$ cat src/sv/arhp_pkg.sv
// Shared types and constants for the ar archive header parser.
// Used by every module of the block and by its port checker.
package arhp_pkg;

	// Width of the running archive offset counter.
	localparam int unsigned OFFSET_BITS = 40;

	localparam int unsigned BYTE_W   = 8;
	localparam int unsigned NUM_W    = 34;
	localparam int unsigned DOFS_W   = 40;
	localparam int unsigned POS_W    = 6;
	localparam int unsigned SLEN_W   = 5;
	localparam int unsigned TDATA_W  = 112;
	localparam int unsigned TUSER_W  = 4;

	localparam logic [NUM_W-1:0] NUM_MAX = {NUM_W{1'b1}};

	// Header layout: name field, size field and terminator positions.
	localparam logic [POS_W-1:0] POS_NAME_END   = 6'd16;
	localparam logic [POS_W-1:0] POS_SIZE_START = 6'd48;
	localparam logic [POS_W-1:0] POS_TERM_A     = 6'd58;
	localparam logic [POS_W-1:0] POS_TERM_B     = 6'd59;
	localparam logic [POS_W-1:0] POS_MAGIC_LAST = 6'd7;
	localparam logic [SLEN_W-1:0] SLEN_NONE     = 5'd16;

	localparam logic [BYTE_W-1:0] CH_ZERO  = 8'h30;
	localparam logic [BYTE_W-1:0] CH_NINE  = 8'h39;
	localparam logic [BYTE_W-1:0] CH_SLASH = 8'h2f;
	localparam logic [BYTE_W-1:0] CH_SPACE = 8'h20;
	localparam logic [BYTE_W-1:0] CH_LF    = 8'h0a;
	localparam logic [BYTE_W-1:0] CH_GRAVE = 8'h60;

	typedef enum logic [2:0] {
		KIND_REGULAR   = 3'd0,
		KIND_SYMTAB    = 3'd1,
		KIND_NAMETAB   = 3'd2,
		KIND_BAD_MAGIC = 3'd3,
		KIND_BAD_TERM  = 3'd4,
		KIND_TRUNCATED = 3'd5
	} kind_t;

	typedef struct packed {
		kind_t              entry_kind;
		logic               long_name;
		logic [NUM_W-1:0]   name_value;
		logic               name_ok;
		logic [DOFS_W-1:0]  data_offset;
		logic [NUM_W-1:0]   data_size;
	} result_t;

	// The eight bytes of the archive signature "!<arch>\n".
	function automatic logic [BYTE_W-1:0] magic_byte(input logic [2:0] idx);
		logic [BYTE_W-1:0] r;
		unique case (idx)
			3'd0: r = 8'h21;
			3'd1: r = 8'h3c;
			3'd2: r = 8'h61;
			3'd3: r = 8'h72;
			3'd4: r = 8'h63;
			3'd5: r = 8'h68;
			3'd6: r = 8'h3e;
			default: r = 8'h0a;
		endcase
		return r;
	endfunction

endpackage

$ cat src/sv/ar_archive_header_parser.sv
// Top level of the ar archive header parser: stream ports and result register.
// Depends on arhp_pkg and arhp_parser.
//
// The archive image enters on the slave stream one byte per transaction, with
// s_tlast on its final byte. The block checks the signature, parses every
// 60-byte member header and skips member data and newline padding.
// For each complete header, and for a bad signature, a bad terminator or a
// truncated archive, one result transaction leaves on the master stream;
// all other bytes produce nothing.
// The result is registered and appears in m_tvalid in the cycle after the byte that
// caused it is accepted.
// Throughput: one byte per cycle; each byte passes through a single
// combinational update of the parser registers feeding the result register.
// When the receiver stalls, s_tready stays high while the result register is
// empty or is being emptied in the same cycle; with a result held and
// m_tready low, input waits.
// Reset clears the parser to the start of an archive and empties the result
// register. The byte with s_tlast re-arms the parser in the same way.
module ar_archive_header_parser (
	input  logic                         clk,
	input  logic                         arst_n,
	input  logic                         s_tvalid,
	output logic                         s_tready,
	input  logic [arhp_pkg::BYTE_W-1:0]  s_tdata,  // [7:0] archive_byte
	input  logic                         s_tlast,  // last_byte
	output logic                         m_tvalid,
	input  logic                         m_tready,
	// [33:0] name_value, [34] name_ok, [74:35] data_offset, [108:75] data_size,
	// [111:109] zero
	output logic [arhp_pkg::TDATA_W-1:0] m_tdata,
	output logic [arhp_pkg::TUSER_W-1:0] m_tuser   // [2:0] entry_kind, [3] long_name
);
	import arhp_pkg::*;

	logic    accept;
	logic    res_valid;
	result_t res;
	logic    out_valid_q;
	result_t out_q;

	assign s_tready = !out_valid_q || m_tready;
	assign accept   = s_tvalid && s_tready;

	arhp_parser u_parser (
		.clk       (clk),
		.arst_n    (arst_n),
		.en        (accept),
		.data_byte (s_tdata),
		.last      (s_tlast),
		.res_valid (res_valid),
		.res       (res)
	);

	always_ff @(posedge clk or negedge arst_n) begin
		if (!arst_n) begin
			out_valid_q <= 1'b0;
		end else if (accept) begin
			out_valid_q <= res_valid;
		end else if (m_tready) begin
			out_valid_q <= 1'b0;
		end
	end

	always_ff @(posedge clk) begin
		if (accept && res_valid) begin
			out_q <= res;
		end
	end

	assign m_tvalid = out_valid_q;
	assign m_tdata  = {3'b000, out_q.data_size, out_q.data_offset, out_q.name_ok,
		out_q.name_value};
	assign m_tuser  = {out_q.long_name, out_q.entry_kind};

endmodule

$ cat src/sv/arhp_dec_step.sv
// One digit step of a saturating decimal field parser.
// Depends on arhp_pkg for widths and character codes.
module arhp_dec_step (
	input  logic [arhp_pkg::NUM_W-1:0]  acc,
	input  logic [1:0]                  flags,
	input  logic [arhp_pkg::BYTE_W-1:0] data_byte,
	output logic [arhp_pkg::NUM_W-1:0]  acc_next,
	output logic [1:0]                  flags_next
);
	import arhp_pkg::*;

	logic              is_digit;
	logic [NUM_W-1:0]  base;
	logic [NUM_W+3:0]  prod;

	assign is_digit = (data_byte >= CH_ZERO) && (data_byte <= CH_NINE);
	assign base     = flags[0] ? acc : '0;
	// Times ten as a sum of two shifts, plus the new digit.
	assign prod = {base, 3'b000} + {2'b00, base, 1'b0}
		+ (NUM_W+4)'(data_byte - CH_ZERO);

	// Flag bit 0: a digit has been seen; bit 1: the number has ended.
	always_comb begin
		acc_next   = acc;
		flags_next = flags;
		if (is_digit) begin
			if (!flags[1]) begin
				acc_next   = (prod > (NUM_W+4)'(NUM_MAX)) ? NUM_MAX : prod[NUM_W-1:0];
				flags_next = flags | 2'b01;
			end
		end else if (flags[0]) begin
			flags_next = flags | 2'b10;
		end
	end

endmodule

$ cat src/sv/arhp_parser.sv
// Parser state and per-byte next-state logic for the ar archive stream.
// Depends on arhp_pkg and two arhp_dec_step instances.
module arhp_parser (
	input  logic                        clk,
	input  logic                        arst_n,
	input  logic                        en,
	input  logic [arhp_pkg::BYTE_W-1:0] data_byte,
	input  logic                        last,
	output logic                        res_valid,
	output arhp_pkg::result_t           res
);
	import arhp_pkg::*;

	typedef enum logic [4:0] {
		PH_MAGIC  = 5'b00001,
		PH_HEADER = 5'b00010,
		PH_DATA   = 5'b00100,
		PH_PAD    = 5'b01000,
		PH_HALT   = 5'b10000
	} phase_t;

	phase_t                 phase_q, phase_n;
	logic [POS_W-1:0]       pos_q, pos_n;
	logic [NUM_W-1:0]       rem_q, rem_n;
	logic [NUM_W-1:0]       size_acc_q, size_acc_n;
	logic [1:0]             size_flg_q, size_flg_n;
	logic [NUM_W-1:0]       idx_acc_q, idx_acc_n;
	logic [1:0]             idx_flg_q, idx_flg_n;
	logic [SLEN_W-1:0]      slen_q, slen_n;
	logic [15:0]            prefix_q, prefix_n;
	logic                   term_ok_q, term_ok_n;
	logic [OFFSET_BITS-1:0] boff_q, boff_n;
	logic                   tbl_seen_q, tbl_seen_n;
	logic [NUM_W-1:0]       tbl_size_q, tbl_size_n;

	// Header fields as seen by this byte: fresh when a header opens after padding.
	logic                   hdr_start;
	logic [POS_W-1:0]       pos_e;
	logic [NUM_W-1:0]       size_acc_e, idx_acc_e;
	logic [1:0]             size_flg_e, idx_flg_e;
	logic [SLEN_W-1:0]      slen_e;
	logic [15:0]            prefix_e;
	logic                   term_ok_e;
	logic [NUM_W-1:0]       size_acc_d, idx_acc_d;
	logic [1:0]             size_flg_d, idx_flg_d;
	logic [NUM_W-1:0]       rem_dec;
	logic [OFFSET_BITS-1:0] boff_inc;
	logic                   do_header;

	assign hdr_start  = (phase_q == PH_PAD) && (data_byte != CH_LF);
	assign pos_e      = hdr_start ? '0 : pos_q;
	assign size_acc_e = hdr_start ? '0 : size_acc_q;
	assign size_flg_e = hdr_start ? '0 : size_flg_q;
	assign idx_acc_e  = hdr_start ? '0 : idx_acc_q;
	assign idx_flg_e  = hdr_start ? '0 : idx_flg_q;
	assign slen_e     = hdr_start ? SLEN_NONE : slen_q;
	assign prefix_e   = hdr_start ? '0 : prefix_q;
	assign term_ok_e  = hdr_start ? 1'b0 : term_ok_q;
	assign do_header  = (phase_q == PH_HEADER) || hdr_start;
	assign boff_inc   = boff_q + OFFSET_BITS'(1);
	assign rem_dec    = (rem_q != '0) ? rem_q - NUM_W'(1) : rem_q;

	arhp_dec_step u_size_dec (
		.acc        (size_acc_e),
		.flags      (size_flg_e),
		.data_byte  (data_byte),
		.acc_next   (size_acc_d),
		.flags_next (size_flg_d)
	);

	arhp_dec_step u_idx_dec (
		.acc        (idx_acc_e),
		.flags      (idx_flg_e),
		.data_byte  (data_byte),
		.acc_next   (idx_acc_d),
		.flags_next (idx_flg_d)
	);

	always_comb begin
		phase_n    = phase_q;
		pos_n      = pos_q;
		rem_n      = rem_q;
		size_acc_n = size_acc_q;
		size_flg_n = size_flg_q;
		idx_acc_n  = idx_acc_q;
		idx_flg_n  = idx_flg_q;
		slen_n     = slen_q;
		prefix_n   = prefix_q;
		term_ok_n  = term_ok_q;
		tbl_seen_n = tbl_seen_q;
		tbl_size_n = tbl_size_q;
		boff_n     = boff_inc;
		res_valid  = 1'b0;
		res        = '0;

		if (do_header) begin
			phase_n    = PH_HEADER;
			pos_n      = pos_e;
			size_acc_n = size_acc_e;
			size_flg_n = size_flg_e;
			idx_acc_n  = idx_acc_e;
			idx_flg_n  = idx_flg_e;
			slen_n     = slen_e;
			prefix_n   = prefix_e;
			term_ok_n  = term_ok_e;
			if (pos_e < POS_NAME_END) begin
				if (pos_e == 6'd0) begin
					prefix_n[7:0] = data_byte;
				end
				if (pos_e == 6'd1) begin
					prefix_n[15:8] = data_byte;
				end
				if (data_byte == CH_SLASH && slen_e == SLEN_NONE) begin
					slen_n = pos_e[SLEN_W-1:0];
				end
				if (pos_e != 6'd0) begin
					idx_acc_n = idx_acc_d;
					idx_flg_n = idx_flg_d;
				end
			end else if (pos_e >= POS_SIZE_START && pos_e < POS_TERM_A) begin
				size_acc_n = size_acc_d;
				size_flg_n = size_flg_d;
			end else if (pos_e == POS_TERM_A) begin
				term_ok_n = (data_byte == CH_GRAVE);
			end

			if (pos_e < POS_TERM_B) begin
				pos_n = pos_e + POS_W'(1);
				if (last) begin
					res_valid      = 1'b1;
					res.entry_kind = KIND_TRUNCATED;
				end
			end else if (!(term_ok_e && data_byte == CH_LF)) begin
				phase_n        = PH_HALT;
				res_valid      = 1'b1;
				res.entry_kind = KIND_BAD_TERM;
			end else if (last && size_acc_e != '0) begin
				res_valid      = 1'b1;
				res.entry_kind = KIND_TRUNCATED;
			end else begin
				res_valid       = 1'b1;
				res.data_offset = DOFS_W'(boff_inc);
				res.data_size   = size_acc_e;
				if (prefix_e[7:0] == CH_SLASH && prefix_e[15:8] == CH_SPACE) begin
					res.entry_kind = KIND_SYMTAB;
				end else if (prefix_e[7:0] == CH_SLASH && prefix_e[15:8] == CH_SLASH) begin
					res.entry_kind = KIND_NAMETAB;
					// Only the first extended-name table sets the offset limit.
					if (!tbl_seen_q) begin
						tbl_seen_n = 1'b1;
						tbl_size_n = size_acc_e;
					end
				end else if (prefix_e[7:0] == CH_SLASH) begin
					res.entry_kind = KIND_REGULAR;
					if (idx_flg_e[0]) begin
						res.long_name  = 1'b1;
						res.name_value = idx_acc_e;
						res.name_ok    = tbl_seen_q && (idx_acc_e < tbl_size_q);
					end
				end else begin
					res.entry_kind = KIND_REGULAR;
					res.name_value = NUM_W'(slen_e);
					res.name_ok    = 1'b1;
				end
				rem_n   = size_acc_e;
				phase_n = (size_acc_e != '0) ? PH_DATA : PH_PAD;
			end
		end else begin
			unique case (phase_q)
				PH_MAGIC: begin
					if (data_byte != magic_byte(pos_q[2:0])) begin
						phase_n        = PH_HALT;
						res_valid      = 1'b1;
						res.entry_kind = KIND_BAD_MAGIC;
					end else if (pos_q >= POS_MAGIC_LAST) begin
						phase_n    = PH_HEADER;
						pos_n      = '0;
						size_acc_n = '0;
						size_flg_n = '0;
						idx_acc_n  = '0;
						idx_flg_n  = '0;
						slen_n     = SLEN_NONE;
						prefix_n   = '0;
						term_ok_n  = 1'b0;
					end else begin
						pos_n = pos_q + POS_W'(1);
						if (last) begin
							res_valid      = 1'b1;
							res.entry_kind = KIND_TRUNCATED;
						end
					end
				end
				PH_DATA: begin
					if (last && rem_q > NUM_W'(1)) begin
						res_valid      = 1'b1;
						res.entry_kind = KIND_TRUNCATED;
					end
					rem_n = rem_dec;
					if (rem_dec == '0) begin
						phase_n = PH_PAD;
					end
				end
				default: begin
					// Padding newlines and the halted state consume bytes silently.
				end
			endcase
		end

		// The last byte always returns the parser to its reset state.
		if (last) begin
			phase_n    = PH_MAGIC;
			pos_n      = '0;
			rem_n      = '0;
			size_acc_n = '0;
			size_flg_n = '0;
			idx_acc_n  = '0;
			idx_flg_n  = '0;
			slen_n     = SLEN_NONE;
			prefix_n   = '0;
			term_ok_n  = 1'b0;
			boff_n     = '0;
			tbl_seen_n = 1'b0;
			tbl_size_n = '0;
		end
	end

	always_ff @(posedge clk or negedge arst_n) begin
		if (!arst_n) begin
			phase_q    <= PH_MAGIC;
			pos_q      <= '0;
			rem_q      <= '0;
			size_acc_q <= '0;
			size_flg_q <= '0;
			idx_acc_q  <= '0;
			idx_flg_q  <= '0;
			slen_q     <= SLEN_NONE;
			prefix_q   <= '0;
			term_ok_q  <= 1'b0;
			boff_q     <= '0;
			tbl_seen_q <= 1'b0;
			tbl_size_q <= '0;
		end else if (en) begin
			phase_q    <= phase_n;
			pos_q      <= pos_n;
			rem_q      <= rem_n;
			size_acc_q <= size_acc_n;
			size_flg_q <= size_flg_n;
			idx_acc_q  <= idx_acc_n;
			idx_flg_q  <= idx_flg_n;
			slen_q     <= slen_n;
			prefix_q   <= prefix_n;
			term_ok_q  <= term_ok_n;
			boff_q     <= boff_n;
			tbl_seen_q <= tbl_seen_n;
			tbl_size_q <= tbl_size_n;
		end
	end

endmodule

$ cat config.mk
export PLATFORM = sky130hd
export DESIGN_NAME = ar_archive_header_parser
export DESIGN_NICKNAME = d
export VERILOG_FILES = /design/src/sv/arhp_pkg.sv /design/src/sv/ar_archive_header_parser.sv /design/src/sv/arhp_dec_step.sv /design/src/sv/arhp_parser.sv
export SDC_FILE = /design/constraint.sdc
export NUM_CORES = 1
export LEC_CHECK = 0
export BUFFER_PORTS_ARGS = -buffer_cell sky130_fd_sc_hd__buf_2
export CAP_MARGIN = 15
export CORE_AREA = 2 2 310 312
export CTS_BUF_LIST = sky130_fd_sc_hd__clkbuf_4 sky130_fd_sc_hd__clkbuf_8 sky130_fd_sc_hd__clkbuf_16
export CTS_CLUSTER_SIZE = 20
export DETAILED_ROUTE_END_ITERATION = 12
export DIE_AREA = 0 0 312 314
export SYNTH_ARGS = -nofsm -noshare
export SYNTH_HDL_FRONTEND = slang
export SYNTH_SLANG_ARGS = --single-unit
$ cat constraint.sdc
create_clock -name clk -period 16.3 [get_ports clk]
set_clock_uncertainty 0.05 [all_clocks]
set_input_delay 3.26 -clock clk [delete_from_list [all_inputs] [get_ports clk]]
set_output_delay 3.26 -clock clk [all_outputs]
set_load 0.02 [all_outputs]
==> key figures, run 1 <==
Detailed routing
  – Number of DRC markers in iteration 0: 2,106
  – Drt via density: 5.103
  – Vias: 20,911
  – Final ANT Viol Nets: 0
  – DRC viols: 0
  – Drt total wl: 75,170 um
  – WL/cell: 18.34 um
  – Drt first pass iters: 6

Critical path
  – RR Endpoint: u_parser.size_acc_q[6]$_DFFE_PN0P_
  – Reg2Reg Depth: 20
  – Register-to-register setup slack: 10.16 ns
  – Crit path launch: s_tdata[4]
  – Critical Path End: u_parser.size_acc_q[6]$_DFFE_PN0P_
  – WS Path Type: in -> reg
  – Max stage delay on crit path: 0.53 ns
  – Crit end category: register
  – Worst r2r src: u_parser.phase_q[4]$_DFFE_PN0P_
  – CP bufs+invs: 6
  – Worst-path cell with the longest stage delay: fa_1
  – Crit path max-delay family: compound AO/OA/AOI/OAI gates
  – Levels on crit path: 23
  – Critical Path AT: 9.39 ns
  – Crit path cell chain: buf_2 > inv_1 > ha_1 > or3b_1 > o211ai_1 > buf_4 > and2_1 > buf_4 > nand2_1 > fa_1 > inv_1 > ha_1 > a21oi_1 > o21ai_0 > a221oi_1 > o21ai_0 > or3_1 > a221oi_2 > o211ai_2 > buf_4 > a211oi_1 > o21ai_0 > a21boi_0
  – Worst Path Required: 16.66 ns
  – CP Max Fanout: 60
  – CP Launch Type: input port

Global route
  – Met1 Use GR: 21.40%
  – First-pass GRT wire length: 117,300 um
  – Gr usage total: 14.91%
  – Total congestion overflow: 0
  – Gr busiest metal: met2
  – Vias in the first global route: 19,903
  – Initial antenna violation count: 1
  – Largest net degree at the start of global routing: 79
  – Met3 usage: 1.555%
  – GR Util met2: 23.28%

Synth
  – Largest cells by area after synthesis: dfrtp_1 (23%), edfxtp_1 (14%), ha_1 (6.8%), nand2_1 (6.1%), o21ai_0 (5.7%)
  – Largest area contributor in the netlist: dfrtp_1
  – Mapped Area: 23,520 um2
  – Post-synth EDFFs: 113
  – Synth Register Bits: 328
  – Post-Syn Instances: 2,744
  – Top cell type's share of synthesized area: 22.67%
  – Synth unique cells: 98
  – Avg Inst Size Synth: 8.570 um2
  – Ys async rst share: 65.55%
  – Register area share after synthesis: 37.32%
  – Yosys warning total: 0
  – Ys flop type: dfrtp_1

Clock network
  – Clock tree sinks: 328
  – Clock Tree Buf Depth: 3
  – CTS tree: done
  – CTS root buffer: clkbuf_16
  – Clock-pin slew on the worst setup and hold paths: 0.06 ns
  – Num CTS Buffers: 41
  – Clk Latency, worst-skew pair: 0.58 ns
  – H-tree depth: 2
  – Hold_buf cts: 0
  – Setup repair bufs after CTS: 0
  – Post-CTS Resized: 0

Floorplanning
  – Core area: 94,450 um2
  – Initial core utilization: 24.90%
  – Die width: 312 um
  – Die area: 97,970 um2
  – # rows: 113
  – DIE HEIGHT: 314 um
  – IO Pins: 131

Cells and area
  – Reg area: 8776 um2
  – Area of the multi-input gates: 13,580 um2
  – Fraction of layout cells with a size suffix above 1: 9.884%
  – FILL cells: 10,144
  – Antenna Cells: 0
  – Area growth, synth to finish: 13.92%
  – Nets: 3,001

Placed design
  – I/O Buffers: 127
  – Final HPWL from detailed placement: 55,370 um
  – GP Congestion: 0.9521

Min path
  – Worst min path class: reg -> reg

Timing
  – Relative slew slack: 22.84%
  – FMAX: 110.7 MHz
  – Setup violators final: 0
  – Post-route clock period utilization: 55.42%
  – Slew at the pin closest to its max-slew limit: 1.153 ns
  – Fin crit period: 9.033 ns
  – Final Hold Viols: 0
  – Final total negative setup slack: 0 ns
  – RSZ-0062 raised after global routing: false
  – Final max-slew violation count: 0

Pwr
  – Total power: 0.003078 W
  – Leakage power: 11.42 nW
  – Power density over the cells: 114.9 nW/um2
  – VDD IR max: 0.07556 mV

Run status
  – Status: finished, final reports clean

Job
  – Max_cap viols: 0
synth_stat cells (7+ instances only):
cell      instances
o31ai_1          26
nor2_1          296
and4_1            9
nor3_1           49
o21bai_1          8
buf_2            17
inv_1           163
o21a_1            9
a31o_2            8
nand4_1          27
a21boi_0         12
nor2b_1          13
or4_1             7
xnor2_1          83
a21oi_1         141
and2_1           47
edfxtp_1        113
nand3_1          56
or3_1             9
o22ai_1          16
nand2_1         381
ha_1            128
o221ai_1         14
and3_1           64
o211ai_1          9
xor2_1           44
nor4_1           30
o21ai_1          15
fa_1             59
dfrtp_1         213
nand2b_1         14
a211oi_1         55
buf_1            13
o21ai_0         267
a22o_1           28
clkbuf_1        102
a31oi_1          29
or2_2             9
a21o_1           36
power breakdown:
part	internal, W	switching, W
combinational	0.000334	0.000702
clock	0.000560	0.000386
sequential	0.00100	0.0000967
total	0.00189	0.00118
worst reg2reg max path: cells and delay by family (launching register included):
kind	cells	cell delay, ns
flip-flops	1	0.41
AND/OR/NAND/NOR	4	1.54
AO/OA/AOI/OAI	10	2.32
adder cells (fa/ha/maj)	2	0.73
buffers and inverters	4	0.92
metal layers:
| metal | vias up | share of wire [%] |
|---|---|---|
| met1 | 10241 | 46 |
| met2 | 715 | 45 |
| met5 | - | 0 |
| met3 | 119 | 6.0 |
| li1 | 9836 | - |
| met4 | 0 | 3.4 |
area by class of cell:
type / instances / area share, %
multi-input cells: 2114 / 50.70
flip-flops and latches: 328 / 32.76
well taps: 1265 / 5.908
clock buffers: 50 / 4.194
repair buffers: 153 / 3.153
inverters: 163 / 2.284
clock inverters: 25 / 1.004
stage by stage:
| step | instances | instance area [um2] | hold slack, ns | util, % | setup WS [ns] |
|---|---|---|---|---|---|
| after floorplan | 2746 | 23520 | 0.3950 | - | 1.339 |
| final | 4098 | 26790 | 0.4261 | 28.36 | 7.267 |
| after global routing | 4098 | 26790 | 0.4478 | 28.36 | 6.851 |
| after global placement | 4022 | 25380 | 0.4111 | 26.88 | 6.980 |
| after detailed placement | 4022 | 25380 | 0.4202 | 26.88 | 6.855 |
| after CTS | 4097 | 26780 | 0.4340 | 28.35 | 7.451 |
logic make-up after synthesis:
kind of cell	after synthesis	synth area share, %
AND/OR/NAND/NOR	1044	20.70
AO/OA/AOI/OAI	746	19.96
flip-flops	328	37.32
buffers and inverters	304	5.135
adder cells (fa/ha/maj)	187	11.83
XOR/XNOR	127	4.730
multiplexers	7	0.3086
other	1	0.01595
how the worst min path moves through the flow:
stage                                         from                                   to  slack [ns]  cells past startpoint
2_1_floorplan   u_parser.tbl_size_q[0]$_DFFE_PN0P_   u_parser.tbl_size_q[0]$_DFFE_PN0P_        0.39                      2
3_3_place_gp   u_parser.tbl_size_q[19]$_DFFE_PN0P_  u_parser.tbl_size_q[19]$_DFFE_PN0P_        0.41                      2
3_5_place_dp    u_parser.tbl_size_q[7]$_DFFE_PN0P_   u_parser.tbl_size_q[7]$_DFFE_PN0P_        0.42                      2
4_1_cts         u_parser.tbl_size_q[7]$_DFFE_PN0P_   u_parser.tbl_size_q[7]$_DFFE_PN0P_        0.43                      2
5_1_grt           u_parser.prefix_q[5]$_DFFE_PN0P_     u_parser.prefix_q[5]$_DFFE_PN0P_        0.45                      1
6_report       u_parser.tbl_size_q[26]$_DFFE_PN0P_  u_parser.tbl_size_q[26]$_DFFE_PN0P_        0.43                      2
cells in the final DEF, fill, tap and decap left out, types with 14 or more instances in the layout:
cell type / synthesis / layout
nor3_1: 49 / 48
xor2_1: 44 / 44
nor4_1: 30 / 30
a211oi_1: 55 / 54
o221ai_1: 14 / 14
buf_2: 17 / 126
nand2_1: 381 / 381
a31oi_1: 29 / 29
a21o_1: 36 / 36
and2_1: 47 / 46
buf_4: 6 / 25
o21ai_0: 267 / 267
nand2b_1: 14 / 14
inv_1: 163 / 162
o22ai_1: 16 / 16
clkbuf_16: 0 / 42
a22o_1: 28 / 28
and3_1: 64 / 64
nand3_1: 56 / 56
nor2_1: 296 / 295
fa_1: 59 / 59
ha_1: 128 / 128
nand4_1: 27 / 27
edfxtp_1: 113 / 113
a21oi_1: 141 / 141
dfrtp_1: 213 / 213
xnor2_1: 83 / 83
o31ai_1: 26 / 26
flip-flops by register name, indices dropped and copies added, names as in the netlist, 2 cells and up:
register,count
m_tdata,109
m_tuser,4
u_parser.boff_q,40
u_parser.idx_acc_q,34
u_parser.idx_flg_q,2
u_parser.phase_q,5
u_parser.pos_q,6
u_parser.prefix_q,16
u_parser.rem_q,34
u_parser.size_acc_q,34
u_parser.size_flg_q,2
u_parser.slen_q,5
u_parser.tbl_size_q,34
(Power assumes the default switching activity.)
==> run 2: changes to the inputs <==
==> constraint.sdc (replaced) <==
create_clock -name clk -period 9.4 [get_ports clk]
set_clock_uncertainty 0.05 [all_clocks]
set_input_delay 1.88 -clock clk [delete_from_list [all_inputs] [get_ports clk]]
set_output_delay 1.88 -clock clk [all_outputs]
set_load 0.02 [all_outputs]
==> run 2 against run 1 <==
  * Final cell count is essentially flat
  * Sequential cell count unchanged
  * Count of clock-buffer cells in the layout rose by 3
  * Worst hold slack is essentially flat
  * Sequential power is 73% higher
  * Global-route usage grew 0.17 points
  * Critical path depth shrank 1
  * Core utilization increased by 0.10 points
  * Worst setup slack lost 5.6 ns
==> key figures, run 2 (synthesis gave the netlist of run 1 again) <==
Critical path
  – CP Launch Type: input port
  – Critical Path AT: 8.10 ns
  – Crit end category: register
  – Crit path cell chain: buf_2 > inv_1 > ha_1 > or3b_1 > o211ai_1 > buf_4 > and2_1 > nand2_1 > xnor2_1 > ha_1 > ha_1 > a211oi_1 > o21ai_1 > a2111oi_2 > o31ai_1 > a21oi_2 > o21ai_1 > xnor2_1 > nand3_1 > buf_4 > o31a_1 > o22a_1
  – Cell mode on critical path: ha_1
  – Max stage delay on crit path: 0.65 ns
  – Crit path max-delay family: compound AO/OA/AOI/OAI gates
  – Worst Path Required: 9.81 ns
  – WS Path Type: in -> reg
  – Worst-path cell with the longest stage delay: buf_4
  – CP bufs+invs: 4
  – CP Max Fanout: 81

Detailed routing
  – Vias: 20,744
  – DRC viols: 0
  – Drt total wl: 75,630 um
  – Drt first pass iters: 6
  – Drt via density: 5.058
  – WL/cell: 18.44 um
  – Number of DRC markers in iteration 0: 2,226
  – Final ANT Viol Nets: 0

Clock network
  – Clock Tree Buf Depth: 3
  – Clock tree sinks: 328
  – H-tree depth: 2
  – Setup repair bufs after CTS: 0
  – Clock-pin slew on the worst setup and hold paths: 0.06 ns
  – CTS root buffer: clkbuf_16
  – Post-CTS Resized: 0
  – Clk Latency, worst-skew pair: 0.59 ns
  – Num CTS Buffers: 40
  – Hold_buf cts: 0
  – CTS tree: done

Placed design
  – Placed Cells: 4,026
  – GP Congestion: 0.9357
  – Final HPWL from detailed placement: 55,800 um
  – I/O Buffers: 127
  – DP Worst Slack: 1.144 ns

Timing
  – Relative slew slack: 25.42%
  – Final Hold Viols: 0
  – Setup violators final: 0
  – Final max-slew violation count: 0
  – Final setup margin: 1.713 ns
  – RSZ-0062 raised after global routing: false
  – Final total negative setup slack: 0 ns
  – FMAX: 130.1 MHz
  – Post-route clock period utilization: 81.78%
  – Slew at the pin closest to its max-slew limit: 1.115 ns
  – Hold_ws: 0.4259 ns
  – Fin crit period: 7.687 ns

Cells and area
  – Antenna Cells: 0
  – Reg area: 8776 um2
  – Nets: 3,004
  – Area growth, synth to finish: 14.34%
  – Largest register FFs: 109
  – Area of the multi-input gates: 13,590 um2
  – FILL cells: 10,147
  – Commonest cells after routing, fill and taps aside: nand2_1 (381), nor2_1 (295), o21ai_0 (267)
  – Commonest non-fill, non-tap cell in the layout: nand2_1
  – Fraction of layout cells with a size suffix above 1: 10.01%
  – Fin cells: 4,101

Run status
  – Status: finished, final reports clean

Pwr
  – Power density over the cells: 200.7 nW/um2
  – VDD IR max: 0.1326 mV
  – Leakage power: 11.46 nW

Min path
  – Worst min path class: reg -> reg

Global route
  – Vias in the first global route: 19,886
  – First-pass GRT wire length: 118,100 um
  – Largest net degree at the start of global routing: 98
  – Total congestion overflow: 0
  – Initial antenna violation count: 1
  – Gr usage total: 15.08%

Floorplanning
  – Initial core utilization: 24.90%
  – Die width: 312 um
  – # rows: 113
  – DIE HEIGHT: 314 um
  – Core area: 94,450 um2
  – Die area: 97,970 um2
  – IO Pins: 131

Job
  – Max_cap viols: 0
[run 2: worst register-to-register path, delay by kind of cell (launching register included)]
kind                     cells  cell delay, ns
buffers and inverters        2            0.69
flip-flops                   1            0.40
AO/OA/AOI/OAI                9            2.60
XOR/XNOR                     2            0.35
AND/OR/NAND/NOR              4            1.40
adder cells (fa/ha/maj)      2            0.61
[run 2: layout make-up]
type | instances | area share (%)
repair buffers | 157 | 3.360
clock buffers | 53 | 4.225
inverters | 163 | 2.276
clock inverters | 21 | 1.080
flip-flops and latches | 328 | 32.64
multi-input cells | 2114 | 50.53
well taps | 1265 | 5.887
[run 2: through the flow]
stage / cell area (um2) / util (%) / power, W
after CTS: 26870 / 28.45 / 0.005411
after floorplan: 23550 / - / 0.003187
after detailed placement: 25450 / 26.94 / 0.003726
after global routing: 26890 / 28.47 / 0.005686
after global placement: 25450 / 26.94 / 0.003713
final: 26890 / 28.47 / 0.005397
[run 2: report_power, final]
| group | switching [W] | total (W) | internal (W) |
|---|---|---|---|
| clock | 0.000662 | 0.00166 | 0.00100 |
| sequential | 0.000169 | 0.00190 | 0.00173 |
| combinational | 0.00124 | 0.00183 | 0.000593 |
| total | 0.00207 | 0.00540 | 0.00333 |
[run 2: routing by layer]
metal | track usage, % | wire, um | up-vias
met5 | 0 | 0 | -
met4 | 5.299 | 2365 | 0
met3 | 1.765 | 5255 | 100
met2 | 23.20 | 33540 | 787
met1 | 21.78 | 34460 | 10012
li1 | - | - | 9845
[run 2: path summary, 6_finish.rpt]
check,depth (start not counted),startpoint,slack [ns],endpoint
max,22,s_tdata[4],1.71,u_parser.idx_acc_q[22]$_DFFE_PN0P_
min,2,u_parser.tbl_size_q[10]$_DFFE_PN0P_,0.43,u_parser.tbl_size_q[10]$_DFFE_PN0P_
max reg2reg,19,u_parser.phase_q[4]$_DFFE_PN0P_,3.18,u_parser.idx_acc_q[22]$_DFFE_PN0P_
min reg2reg,2,u_parser.tbl_size_q[10]$_DFFE_PN0P_,0.43,u_parser.tbl_size_q[10]$_DFFE_PN0P_
max in group asynchronous,2,arst_n,6.56,u_parser.size_acc_q[27]$_DFFE_PN0P_
min in group asynchronous,1,arst_n,1.31,u_parser.boff_q[25]$_DFFE_PN0P_
